File: src/rtl/pidaw_pkg.sv
// shared constants and types of the pid controller with anti-windup
package pidaw_pkg;

  localparam int unsigned DataWidth    = 32;
  localparam int unsigned FracBits     = 16;
  localparam int unsigned MsWidth      = 16;
  localparam int unsigned MsPerSecond  = 1000;
  localparam int unsigned OpWidth      = DataWidth + 1;
  localparam int unsigned ProdWidth    = 2 * OpWidth;
  localparam int unsigned DivNumWidth  = 48;
  localparam int unsigned DivRadixBits = 4;
  localparam int unsigned DivSteps     = DivNumWidth / DivRadixBits;
  localparam int unsigned DivCntWidth  = $clog2(DivSteps);
  localparam int unsigned CfgIdxWidth  = 3;

  typedef enum logic [CfgIdxWidth-1:0] {
    RegGainP    = 3'd0,
    RegGainI    = 3'd1,
    RegGainD    = 3'd2,
    RegOutLower = 3'd3,
    RegOutUpper = 3'd4,
    RegTarget   = 3'd5
  } pidaw_reg_e;

  typedef struct packed {
    logic busy;
    logic done;
  } pidaw_div_stat_t;

endpackage

File: src/rtl/pidaw_mul.sv
// shared signed multiplier with registered product
module pidaw_mul (
  input  logic                                       clk_i,
  input  logic signed [pidaw_pkg::OpWidth-1:0]       a_i,
  input  logic signed [pidaw_pkg::OpWidth-1:0]       b_i,
  output logic signed [pidaw_pkg::ProdWidth-1:0]     prod_o
);

  localparam int unsigned OW = pidaw_pkg::OpWidth;
  localparam int unsigned PW = pidaw_pkg::ProdWidth;

  logic signed [PW-1:0] a_x;
  logic signed [PW-1:0] b_x;
  logic signed [PW-1:0] prod_q;

  assign a_x = $signed({{(PW-OW){a_i[OW-1]}}, a_i});
  assign b_x = $signed({{(PW-OW){b_i[OW-1]}}, b_i});

  always_ff @(posedge clk_i) begin
    prod_q <= a_x * b_x;
  end

  assign prod_o = prod_q;

endmodule

File: config.mk
export PLATFORM = sky130hd
export DESIGN_NAME = pidaw_mul
export DESIGN_NICKNAME = d
export VERILOG_FILES = /design/src/rtl/pidaw_pkg.sv /design/src/rtl/pidaw_mul.sv
export SDC_FILE = /design/constraint.sdc
export NUM_CORES = 2
export LEC_CHECK = 0
export CAP_MARGIN = 20
export CORE_MARGIN = 10
export CORE_UTILIZATION = 50
export DETAILED_ROUTE_END_ITERATION = 12
export DONT_BUFFER_PORTS = 1
export PLACE_DENSITY = 0.69
export SYNTH_ARGS = -nofsm -noshare
export SYNTH_HDL_FRONTEND = slang
export SYNTH_SLANG_ARGS = --single-unit
File: constraint.sdc
create_clock -name clk_i -period 19.21 [get_ports clk_i]
set_input_delay 3.842 -clock clk_i [delete_from_list [all_inputs] [get_ports clk_i]]
set_output_delay 3.842 -clock clk_i [all_outputs]
set_load 0.01 [all_outputs]
-- Word level (Yosys, flattened, before mapping)
Cells that the tools add are included.
- bits in registers: 66
- input bits: 67
- output and inout bits: 66
- word-level logic and storage cells: 2
- multiply operators: 1
- operators with widths (cell ; count):
    33-bit by 33-bit multiplier with 66-bit output ; 1

-- Depth between registers and ports, before layout
- depth after elaboration: 1
- depth in mapped cells: 27
- gate-level depth less buffers: 26

-- Least setup slack after synthesis
No wires, ideal clock.
- path type: input to register
- start: input a_i[32] (netlist bit)
- end: register prod_q[62] (netlist: prod_o[62])
- setup time: 0.079 ns
- arrival: 10.999 ns
- required time: 19.131 ns
- path slack: 8.132 ns
- stages on the path: 23
- buffers on the path: 2
- path through: clkbuf_1 nand2_1 inv_1 fa_1 fa_1 fa_1 fa_1 fa_1 fa_1 fa_1 inv_1 fa_1 inv_1 ha_1 clkbuf_1 and3_1 nand3_1 nand2b_1 a2111oi_4 a211oi_4 a21o_2 a21o_1 a211oi_2
- word-level cells in the longest chain between the ends: 1
- ends and longest elaborated chain (what ; RTL line ; RTL):
    start, declared ; pidaw_mul.sv:4 ; input logic signed [pidaw_pkg::OpWidth-1:0] a_i,
    33-bit by 33-bit multiplier with 66-bit output ; pidaw_mul.sv:20 ; prod_q <= a_x * b_x;
    end signal, assigned ; pidaw_mul.sv:20 ;
    end, declared ; pidaw_mul.sv:14 ; logic signed [PW-1:0] prod_q;
No other way between the ends.

-- Worst setup path after layout
- start: input b_i[0] (netlist bit)
- end: register prod_q[63] (netlist: prod_o[63])
- word-level cells in the longest chain between the ends: 1
- ends and longest elaborated chain (what ; RTL line ; RTL):
    start, declared ; pidaw_mul.sv:5 ; input logic signed [pidaw_pkg::OpWidth-1:0] b_i,
    33-bit by 33-bit multiplier with 66-bit output ; pidaw_mul.sv:20 ;
No other way between the ends.

==> flow_summary_export.csv <==
group,metric,value,unit
outcome,status,"complete, no violations",
global_routing,grt_max_degree,34,
synthesis,async_reset_ff_frac,0,
worst_setup_path,critPathKind,"input pin to register",
synthesis,synth-compound-area-share,0.04067,
floorplan,core,80680,sq um
clock_network,cts_buffer_depth,2,
clock_network,cts-buffers-inserted,9,
sta,worst_slew_pin_slew,1.019,ns
layout,syn2layout_area_growth,2.040,%
synthesis,syn_inst,4338,
clock_network,post_cts.repair.setup_buffers,0,
synthesis,synth-edff-count,0,
worst_setup_path,cp_cell_sequence,"nand2_1 -> inv_1 -> fa_1 -> fa_1 -> fa_1 -> fa_1 -> buf_4 -> fa_1 -> fa_1 -> fa_1 -> inv_1 -> fa_1 -> inv_1 -> ha_1 -> and2_1 -> and3_1 -> nand4_1 -> nor4_1 -> a21oi_4 -> or3b_1 -> nand3_1",
layout,instances_no_fill,5197,
detailed_routing,avgRoutedWirePerCell,20.36,um
sta,tns,0,ns
clock_network,htree_levels,3,
sta,max_freq,0.08894,GHz
worst_setup_path,required,19.56,ns
clock_network,clk_pin_slew,0.08,ns
hold_path,holdPathStages,1,
synthesis,yosys_warnings,0,
layout,final_common_cell,"fa_1",
synthesis,synth_xor_area_frac,0.01462,
worst_setup_path,cp_num_buf_inv,4,
global_routing,track_usage,0.2384,
sta,fin_crit_sh,0.5853,
sta,rsz0062_at_grt,"no",
worst_setup_path,cp_common_cell,"fa_1",
worst_setup_path,cp_slowest_cell,"fa_1",
floorplan,initial_core_util,0.5049,
floorplan,die_h,305.4,um
worst_setup_path,start_kind,"input pin",
synthesis,syn_avg_cell_area,9.390,sq um
detailed_routing,num_vias,27860,
synthesis,ys_seq_elements,66,
detailed_routing,routed_wl,105.8,mm
worst_setup_path,max_stage_delay,0.95,ns
synthesis,synth_fa_ha_area_frac,0.6294,
placement,dp_cells,5181,
synthesis,yosysUniqueCellTypes,80,
floorplan,die_x,305.4,um
detailed_routing,drtIter0Drc,1796,
detailed_routing,ant_nets,0,
global_routing,antenna_found_initial,4,
synthesis,synthMuxAreaShare,0,
clock_network,clk_root_buffer_cell,"clkbuf_16",
synthesis,synth_area,40730,sq um
floorplan,ios,133,
sta,slew_headroom,0.3120,
detailed_routing,met3WireLength,6.859,mm
worst_setup_path,cp_max_fo,33,
placement,place.gp.congestion,0.9730,
synthesis,synth-simple-area-share,0.1578,
layout,num_antenna_cells,0,
detailed_routing,wl_met2,54.45,mm
layout,final_cell_mix,"fa_1, inv_1, and2_1",
detailed_routing,first_pass_iters,5,
layout,nNetsFinal,5561,
synthesis,synth_ff_type,"dfxtp_1",
hold_path,hold_end,"prod_o[0]$_DFF_P_",
synthesis,synth_nets,5767,
sta,setup_viol,0,
detailed_routing,wl_met1,39.44,mm
global_routing,grt_overflow,0,
floorplan,dieArea,93280,sq um
clock_network,cts_tree,"yes",
sta,min_period,11.24,ns
clock_network,ctsResizeCount,0,
placement,place_hpwl,85.97,mm
worst_setup_path,worst_setup_path_end_kind,"register",
synthesis,ys_seq_area_frac,0.03244,
hold_path,hp-class,"input pin to register",
floorplan,num_rows,104,
worst_setup_path,cp.arrival,11.59,ns
placement,port_buffers,0,
sta,slew_violations,0,
clock_network,cts_hold_buf,0,
synthesis,synth_top_family_by_area,"adder cells",
global_routing,grt_pass1_vias,31520,
layout,layout-drive-gt1-share,0.01378,
detailed_routing,top_layer,"met5",
sta,final_hold_viol_count,0,
detailed_routing,avgViaCountPerCell,5.361,
layout,largest_reg_flops,66,
detailed_routing,drc,0,
global_routing,grt_pass1_wl,174.5,mm
hold_path,min_from,"b_i[0]",
clock_network,cts_sinks,66,
run,cap_violations,0,
worst_setup_path,crit_family,"adder cells",
Yosys cell counts (4+ instances only):
cell type,number,share of area
a211o_1,6,0.0013
a211oi_1,7,0.0013
a21o_1,36,0.0066
a21oi_1,57,0.0070
a31oi_1,8,0.0012
and2_1,562,0.086
and3_1,5,0.00077
and4_1,5,0.0011
buf_2,11,0.0014
clkbuf_1,208,0.019
dfxtp_1,66,0.032
fa_1,1145,0.56
ha_1,217,0.067
inv_1,1131,0.10
nand2_1,551,0.051
nand2b_1,12,0.0018
nand3_1,25,0.0031
nand4_1,11,0.0017
nor2_1,68,0.0063
nor2b_1,5,0.00077
nor3_1,7,0.00086
o211ai_1,4,0.00074
o21a_1,6,0.0011
o21ai_0,25,0.0031
o21ai_1,6,0.00074
o21bai_1,11,0.0020
xnor2_1,43,0.0092
xor2_1,25,0.0054
area by class of cell:
type                    count  area, sq um
inverters                1131         4245
repair buffers              4        30.03
well taps                1060         1326
flip-flops and latches     66         1321
multi-input cells        2920        34320
clock buffers               9        225.2
clock inverters             7        100.1
fillers                  7363        39110
worst max path at each step:
stage,cells past startpoint,to,slack (ns),startpoint
after floorplan,23,prod_o[62]$_DFF_P_,8.13,a_i[32]
after global placement,21,prod_o[63]$_DFF_P_,7.58,b_i[0]
after detailed placement,21,prod_o[63]$_DFF_P_,7.59,b_i[0]
after CTS,21,prod_o[63]$_DFF_P_,8.00,b_i[0]
after global routing,21,prod_o[64]$_DFF_P_,7.66,b_i[0]
final,21,prod_o[63]$_DFF_P_,7.97,b_i[0]
stage by stage:
step	hold slack [ns]	utilization	area, sq um	setup slack, ns
after floorplan	3.969	-	40730	8.132
after global placement	3.971	0.5112	41240	7.581
after detailed placement	3.983	0.5112	41240	7.594
after CTS	3.549	0.5152	41560	7.999
after global routing	3.573	0.5152	41560	7.657
final	3.560	0.5152	41560	7.966
cell families after synthesis:
| logic type | Yosys count |
|---|---|
| simple gates | 1271 |
| xor+xnor | 68 |
| compound gates | 219 |
| fa+ha+maj | 1362 |
| flops | 66 |
| buf+inv | 1352 |
layer usage:
metal,vias to the layer above,GRT usage
met5,-,0
met4,2,0.1017
met3,240,0.03843
met2,1023,0.4173
met1,14690,0.2892
li1,11910,-
Power is left out: the tool's default activity adds up to more than one toggle a clock period on the data nets, which glitch-free logic cannot reach.
