--- src/rtl/pidaw_pkg.sv ---
// shared constants and types of the pid controller with anti-windup
package pidaw_pkg;

  localparam int unsigned DataWidth    = 32;
  localparam int unsigned FracBits     = 16;
  localparam int unsigned MsWidth      = 16;
  localparam int unsigned MsPerSecond  = 1000;
  localparam int unsigned OpWidth      = DataWidth + 1;
  localparam int unsigned ProdWidth    = 2 * OpWidth;
  localparam int unsigned DivNumWidth  = 48;
  localparam int unsigned DivRadixBits = 4;
  localparam int unsigned DivSteps     = DivNumWidth / DivRadixBits;
  localparam int unsigned DivCntWidth  = $clog2(DivSteps);
  localparam int unsigned CfgIdxWidth  = 3;

  typedef enum logic [CfgIdxWidth-1:0] {
    RegGainP    = 3'd0,
    RegGainI    = 3'd1,
    RegGainD    = 3'd2,
    RegOutLower = 3'd3,
    RegOutUpper = 3'd4,
    RegTarget   = 3'd5
  } pidaw_reg_e;

  typedef struct packed {
    logic busy;
    logic done;
  } pidaw_div_stat_t;

endpackage

--- src/rtl/pidaw_div.sv ---
// iterative floor divider, signed numerator by unsigned divisor, radix 16
module pidaw_div (
  input  logic                                        clk_i,
  input  logic                                        rst_ni,
  input  logic                                        start_i,
  input  logic signed [pidaw_pkg::DivNumWidth-1:0]    num_i,
  input  logic        [pidaw_pkg::MsWidth-1:0]        den_i,
  output logic signed [pidaw_pkg::DivNumWidth-1:0]    quot_o,
  output pidaw_pkg::pidaw_div_stat_t                  stat_o
);

  localparam int unsigned NW   = pidaw_pkg::DivNumWidth;
  localparam int unsigned MW   = pidaw_pkg::MsWidth;
  localparam int unsigned RB   = pidaw_pkg::DivRadixBits;
  localparam int unsigned CntW = pidaw_pkg::DivCntWidth;
  localparam int unsigned LastCnt = pidaw_pkg::DivSteps - 1;

  logic [NW-1:0]   mag_q, mag_d;
  logic [MW-1:0]   rem_q, rem_d;
  logic [MW-1:0]   den_q;
  logic            neg_q;
  logic [CntW-1:0] cnt_q;
  logic            busy_q;
  logic            done_q;
  logic [MW:0]     trial;
  logic [MW:0]     trial_sub;
  logic [NW-1:0]   num_abs;
  logic            rem_nz;

  assign num_abs = num_i[NW-1] ? (~num_i + 1'b1) : num_i;

  // four restoring steps per cycle
  always_comb begin
    mag_d     = mag_q;
    rem_d     = rem_q;
    trial     = '0;
    trial_sub = '0;
    for (int i = 0; i < RB; i++) begin
      trial     = {rem_d, mag_d[NW-1]};
      trial_sub = trial - {1'b0, den_q};
      mag_d     = {mag_d[NW-2:0], 1'b0};
      if (trial >= {1'b0, den_q}) begin
        rem_d    = trial_sub[MW-1:0];
        mag_d[0] = 1'b1;
      end else begin
        rem_d = trial[MW-1:0];
      end
    end
  end

  always_ff @(posedge clk_i or negedge rst_ni) begin
    if (!rst_ni) begin
      busy_q <= 1'b0;
      done_q <= 1'b0;
      cnt_q  <= '0;
    end else if (start_i) begin
      busy_q <= 1'b1;
      done_q <= 1'b0;
      cnt_q  <= CntW'(LastCnt);
    end else if (busy_q) begin
      if (cnt_q == '0) begin
        busy_q <= 1'b0;
        done_q <= 1'b1;
      end else begin
        cnt_q <= cnt_q - 1'b1;
      end
    end else begin
      done_q <= 1'b0;
    end
  end

  always_ff @(posedge clk_i) begin
    if (start_i) begin
      mag_q <= num_abs;
      rem_q <= '0;
      den_q <= den_i;
      neg_q <= num_i[NW-1];
    end else if (busy_q) begin
      mag_q <= mag_d;
      rem_q <= rem_d;
    end
  end

  // floor for negative numerators: -(q + (rem != 0))
  assign rem_nz = |rem_q;
  assign quot_o = neg_q ? $signed(~mag_q + {{(NW-1){1'b0}}, ~rem_nz}) : $signed(mag_q);

  assign stat_o.busy = busy_q;
  assign stat_o.done = done_q;

endmodule

--- config.mk ---
export PLATFORM = sky130hd
export DESIGN_NAME = pidaw_div
export DESIGN_NICKNAME = d
export VERILOG_FILES = /design/src/rtl/pidaw_pkg.sv /design/src/rtl/pidaw_div.sv
export SDC_FILE = /design/constraint.sdc
export NUM_CORES = 1
export LEC_CHECK = 0
export CORE_MARGIN = 10
export CORE_UTILIZATION = 30
export DETAILED_ROUTE_END_ITERATION = 10
export DONT_BUFFER_PORTS = 1
export GPL_TIMING_DRIVEN = 0
export RECOVER_POWER = 50
export SYNTH_ARGS = -nofsm -noshare
export SYNTH_HDL_FRONTEND = slang
export SYNTH_SLANG_ARGS = --single-unit
--- constraint.sdc ---
create_clock -name clk_i -period 13.37 [get_ports clk_i]
set_clock_uncertainty 0.05 [all_clocks]
set_input_delay 1.337 -clock clk_i [delete_from_list [all_inputs] [get_ports clk_i]]
set_output_delay 1.337 -clock clk_i [all_outputs]
set_load 0.005 [all_outputs]
* After elaboration in Yosys (flattened, before gate mapping)
Cells that the tools add are included.
** Word-level totals
- Bits in registers :: 87
- Output and inout port bits :: 50
** Cells by class
- Reductions and logical operators :: 4
- Order comparisons :: 4
- Bitwise gates (word level) :: 3
- Add/sub/neg operators :: 7
- Eq/ne operators :: 2
- Multiplexer cells :: 21
** Operators by type and width (count)
- two-way mux 48 bit :: 4
- inverter 48 bit :: 2
- greater-or-equal comparator 17 x 16 -> 1 bit :: 4
- two-way mux 16 bit :: 4
- subtractor 16 bit :: 4
- adder 48 x 1 -> 48 bit :: 1
- adder 48 x 1 -> 48 bit (second input constant) :: 1
- OR reduction 16 bit :: 1
- two-way mux 4 bit :: 3
- two-way mux 1 bit :: 10
- logical NOT 4 bit :: 1
- subtractor 4 x 1 -> 4 bit (second input constant) :: 1
- inequality test 3 x 2 -> 1 bit (second input constant) :: 1
- inequality test 2 bit (second input constant) :: 1
- AND reduction 2 bit :: 1
- nonzero test 2 bit :: 1
- inverter 1 bit :: 1

* Depth between registers and ports, before layout
- Depth in word-level cells :: 10
- Mapped depth :: 46
- Gate-level depth less buffers :: 43

* Worst setup path after synthesis
OpenSTA, ideal clock, no wires.
- Kind :: register -> register
- Start point :: register den_q[1]
- End point :: register rem_q[2]
- Buffers on the path :: 4
- Required time :: 13.225 ns
- Path slack :: 4.120 ns
- Arrival time :: 9.105 ns
- Period minus slack after synthesis :: 9.250 ns
- Cell stages (with the launch flop) :: 42
- Library setup time :: 0.095 ns
- Path through :: edfxtp_1 > inv_1 > ha_1 > nand2b_1 > a211oi_2 > o41ai_2 > a21oi_2 > or2_1 > buf_2 > clkbuf_1 > o21ai_0 > inv_1 > ha_1 > nand2b_1 > a21oi_1 > o41ai_2 > a21o_1 > o21ai_0 > [... 6 more ...] > a31oi_1 > o211ai_1 > a31o_2 > nand2_1 > nand2_2 > buf_6 > mux2i_1 > ha_1 > a21o_1 > a21o_1 > a21oi_1 > o21ai_0 > a221oi_1 > a211o_1 > o211ai_1 > a31o_1 > or4b_1 > o311ai_1
** Between the ends
- Longest elaborated chain between the ends :: 8
- Elaborated cells on any way between the ends :: 12
- Classes of those cells :: add/sub: 4; order compare: 4; mux: 4
** RTL lines
- from (decl) :: line pidaw_div.sv:20 : logic [MW-1:0] den_q;
- from (signal assigned) :: line pidaw_div.sv:76 : den_q <= den_i;
- subtractor 16 bit / greater-or-equal comparator 17 x 16 -> 1 bit (equally long branches) :: line pidaw_div.sv:40, pidaw_div.sv:42
- two-way mux 16 bit :: line pidaw_div.sv:42 : if (trial >= {1'b0, den_q}) begin
- subtractor 16 bit / greater-or-equal comparator 17 x 16 -> 1 bit (equally long branches) :: line pidaw_div.sv:40, pidaw_div.sv:42
- two-way mux 16 bit :: line pidaw_div.sv:42
- greater-or-equal comparator 17 x 16 -> 1 bit / subtractor 16 bit (equally long branches) :: line pidaw_div.sv:42, pidaw_div.sv:40
- two-way mux 16 bit :: line pidaw_div.sv:42
- subtractor 16 bit / greater-or-equal comparator 17 x 16 -> 1 bit (equally long branches) :: line pidaw_div.sv:40, pidaw_div.sv:42
- two-way mux 16 bit (*) :: line pidaw_div.sv:42
- to (signal assigned) :: line pidaw_div.sv:80 : rem_q <= rem_d;
- to (decl) :: line pidaw_div.sv:19 : logic [MW-1:0] rem_q, rem_d;
Mark *: on every way between the ends. The rest lies on a longest branch, timed or not.
A chain may end at the register's enable or synchronous reset.

* Worst setup path after layout
- Start point :: register den_q[1]
- End point :: register rem_q[14]
** Between the ends
- Longest elaborated chain between the ends :: 8
- Elaborated cells on any way between the ends :: 12
- Classes of those cells :: add/sub: 4; order compare: 4; mux: 4
** RTL lines (line)
- subtractor 16 bit / greater-or-equal comparator 17 x 16 -> 1 bit (equally long branches) :: pidaw_div.sv:40, pidaw_div.sv:42
- two-way mux 16 bit :: pidaw_div.sv:42
- subtractor 16 bit / greater-or-equal comparator 17 x 16 -> 1 bit (equally long branches) :: pidaw_div.sv:40, pidaw_div.sv:42
- two-way mux 16 bit :: pidaw_div.sv:42
- subtractor 16 bit / greater-or-equal comparator 17 x 16 -> 1 bit (equally long branches) :: pidaw_div.sv:40, pidaw_div.sv:42
- two-way mux 16 bit :: pidaw_div.sv:42
- subtractor 16 bit / greater-or-equal comparator 17 x 16 -> 1 bit (equally long branches) :: pidaw_div.sv:40, pidaw_div.sv:42
- two-way mux 16 bit (*) :: pidaw_div.sv:42
Marked as above.

==> summary.txt <==
Area growth, synth to finish: 8.50%
Congestion Overflow GR: 0
Setup TNS Final: 0 ns
Resize count post-CTS: 0
Worst path max stage delay: 0.61 ns
Cts bufs inserted: 9
Count of warnings emitted by yosys: 0
Reg area: 2420 um2
Critical-path maximum fanout: 10
Hold_buf cts: 0
Post-Syn Instances: 1057
Most frequent cells in the layout: 103 x nor2_1, 92 x a21oi_1, 81 x xnor2_1, 79 x nand2_1, 69 x ha_1
Die area: 37200 um2
NumNets Final: 1208
Worst Reg2Reg Path Length in Cells: 42
Clk_lat worst skew: 0.36 ns
WP data arrival: 11.83 ns
Synth Area in Adders: 10.5%
HPWL Detailed: 23200 um
Final Max Tran Viols: 49
Final Instance Count excl. Fillers: 1463
Via count: 8039
Sequential share of the synthesized area: 27.0%
WS Path Type: reg -> reg
CORE AREA: 29600 um2
Die Y: 193 um
WL/cell: 19.6 um
Commonest non-fill, non-tap cell in the layout: nor2_1
Syn Std Cell Area: 8960 um2
Clock sink count: 87
I/O Pins: 117
Clk slew on worst S/H paths: 0.07 ns
Unrepaired setup endpoints after global routing: no
Dpl ws: 1.91 ns
Drt drc: 0
Slew @ Worst Pin: 3.50 ns
Compound-Gate Fraction of Synth Area: 21.9%
Worst hold stages: 1
First-pass GRT wire length: 44900 um
Period minus WS final: 11.61 ns
Post-synthesis simple-gate area fraction: 17.3%
Slew HR: -134%
CTS tree: built
Multiplexer area fraction after synthesis: 5.12%
Max-cap check violation count: 1
Syn nets: 1197
CP max-delay cell: a221oi_1
# port buffers: 0
Worst EP required: 13.59 ns
Post-synth EDFFs: 65
Cell at the root of the clock tree: clkbuf_16
Standard-cell rows: 63
Initial detailed-routing violation count: 585
Ys flop type: edfxtp_1
Largest family of logic cells by synthesized area: compound AO/OA/AOI/OAI gates
Initial Util: 30.3%
Synth cell types: 70
DR pass1 iterations: 5
Post-route ant nets: 0
N_diodes: 0
Final Routed Wirelength: 28700 um
Layout cells sized above 1: 5.68%
Status: finished with violations
Largest net degree at the start of global routing: 49
GRT Total Usage: 15.4%
Cells after DPL: 1447
Crit end category: flip-flop
Most used cell, CP: ha_1
Initial antenna violation count: 2
Worst Setup Start Kind: flip-flop
Tightest Hold Check Type: reg -> reg
Vias per cell: 5.49
Die W: 193 um
Area of the multi-input gates: 6190 um2
H-tree levels: 3
Filler instances: 3164
Vias in the first global route: 8035
Final Hold Viols: 0
Period utilization: 86.8%
Setup violators final: 0
Fin worst setup slack: 1.76 ns
Seq cells post-synth: 87
Final GP Congestion: 0.929
Clock buffer depth: 2
Failing checks: max-capacitance violations, max-slew violations
Syn Area/Cell: 8.48 um2
Post-CTS setup buffers: 0
Synth Area in XOR/XNOR: 14.2%
Asr flop ratio synth: 6.90%
Fmax: 86.1 MHz
-- worst max-delay path: cells and delay by family, from the launching register on --
| family | cells | cell delay [ns] |
|---|---|---|
| AOI/OAI and AO/OA | 21 | 5.64 |
| and+or+nand+nor | 7 | 1.52 |
| buffers and inverters | 7 | 1.60 |
| muxes | 3 | 0.81 |
| adders and majority gates | 4 | 1.38 |
| DFF | 1 | 0.48 |
-- cells by family (layout without fill, tap and decap cells) --
| kind of cell | after synthesis | in the layout |
|---|---|---|
| AOI/OAI and AO/OA | 301 | 301 |
| xor gates and xnor gates | 145 | 145 |
| adders and majority gates | 73 | 73 |
| buffers and inverters | 89 | 105 |
| DFF | 87 | 87 |
| muxes | 43 | 43 |
| and+or+nand+nor | 319 | 319 |
-- state kept, by name, summed over array words and instances, names as in the netlist --
name / flops
neg_q: 1
mag_q: 48
done_q: 1
busy_q: 1
cnt_q: 4
rem_q: 16
den_q: 16
-- metal layers --
layer  track usage [%]  share of wire (%)  vias up  routed length (um)
met3              5.04                8.7       49                2500
met1              17.7                 40     3829               11500
met2              26.5                 49      234               14000
li1                  -                  -     3923                   -
met4              4.83                2.3        4                 673
met5                 0               0.11        -                  33
-- cell type report --
cell class	instances	area share (%)
Buffer	38	1.70
Clock buffer	10	2.35
Clock inverter	6	0.463
Inverter	51	1.97
Multi-Input combinational cell	881	63.6
Sequential cell	87	24.9
Tap cell	390	5.02
-- metrics by stage --
step / hold slack [ns] / util, % / cell area (um2)
after floorplan: 0.415 / - / 8960
after global placement: 0.436 / 32.0 / 9450
after detailed placement: 0.445 / 32.0 / 9450
after CTS: 0.462 / 32.9 / 9730
after global routing: 0.480 / 32.9 / 9730
final: 0.455 / 32.9 / 9730
-- Yosys cell counts (all sizes together), types with 3 or more instances --
cell type	number	area, um2
o21ai	66	330
o31ai	24	180
o211ai	5	37.5
dfrtp	6	150
o21a	6	45.0
nor2	104	393
nand3	16	80.1
a31oi	7	58.8
clkbuf	31	116
a211o	3	26.3
a31o	5	43.8
xnor2	81	709
a21oi	93	469
or4	16	120
and3	3	18.8
fa	4	80.1
nand4	14	87.6
o41ai	21	199
nor2b	5	31.3
edfxtp	65	1950
nor4	17	106
mux2	23	259
o21bai	7	52.6
a211oi	17	143
a21o	29	218
mux2i	20	200
inv	51	191
nand2	81	309
ha	69	863
xor2	64	561
or2	8	50.1
or3	12	80.1
nand2b	17	106
nand4b	3	26.3
nor3	15	75.1
dfxtp	16	320
buf	7	48.8
-- worst paths after layout --
check / start / to / slack, ns
worst max-delay path: den_q[1] / rem_q[14] / 1.76
worst min-delay path: done_q / done_q / 0.45
worst max register to register: den_q[1] / rem_q[14] / 1.76
worst min register to register: done_q / done_q / 0.45
max in group asynchronous: rst_ni / done_q / 12.59
min in group asynchronous: rst_ni / cnt_q[2] / 0.62
Power is not shown: default switching activity piles up to over one toggle a cycle in this logic, so the estimate is an artifact.
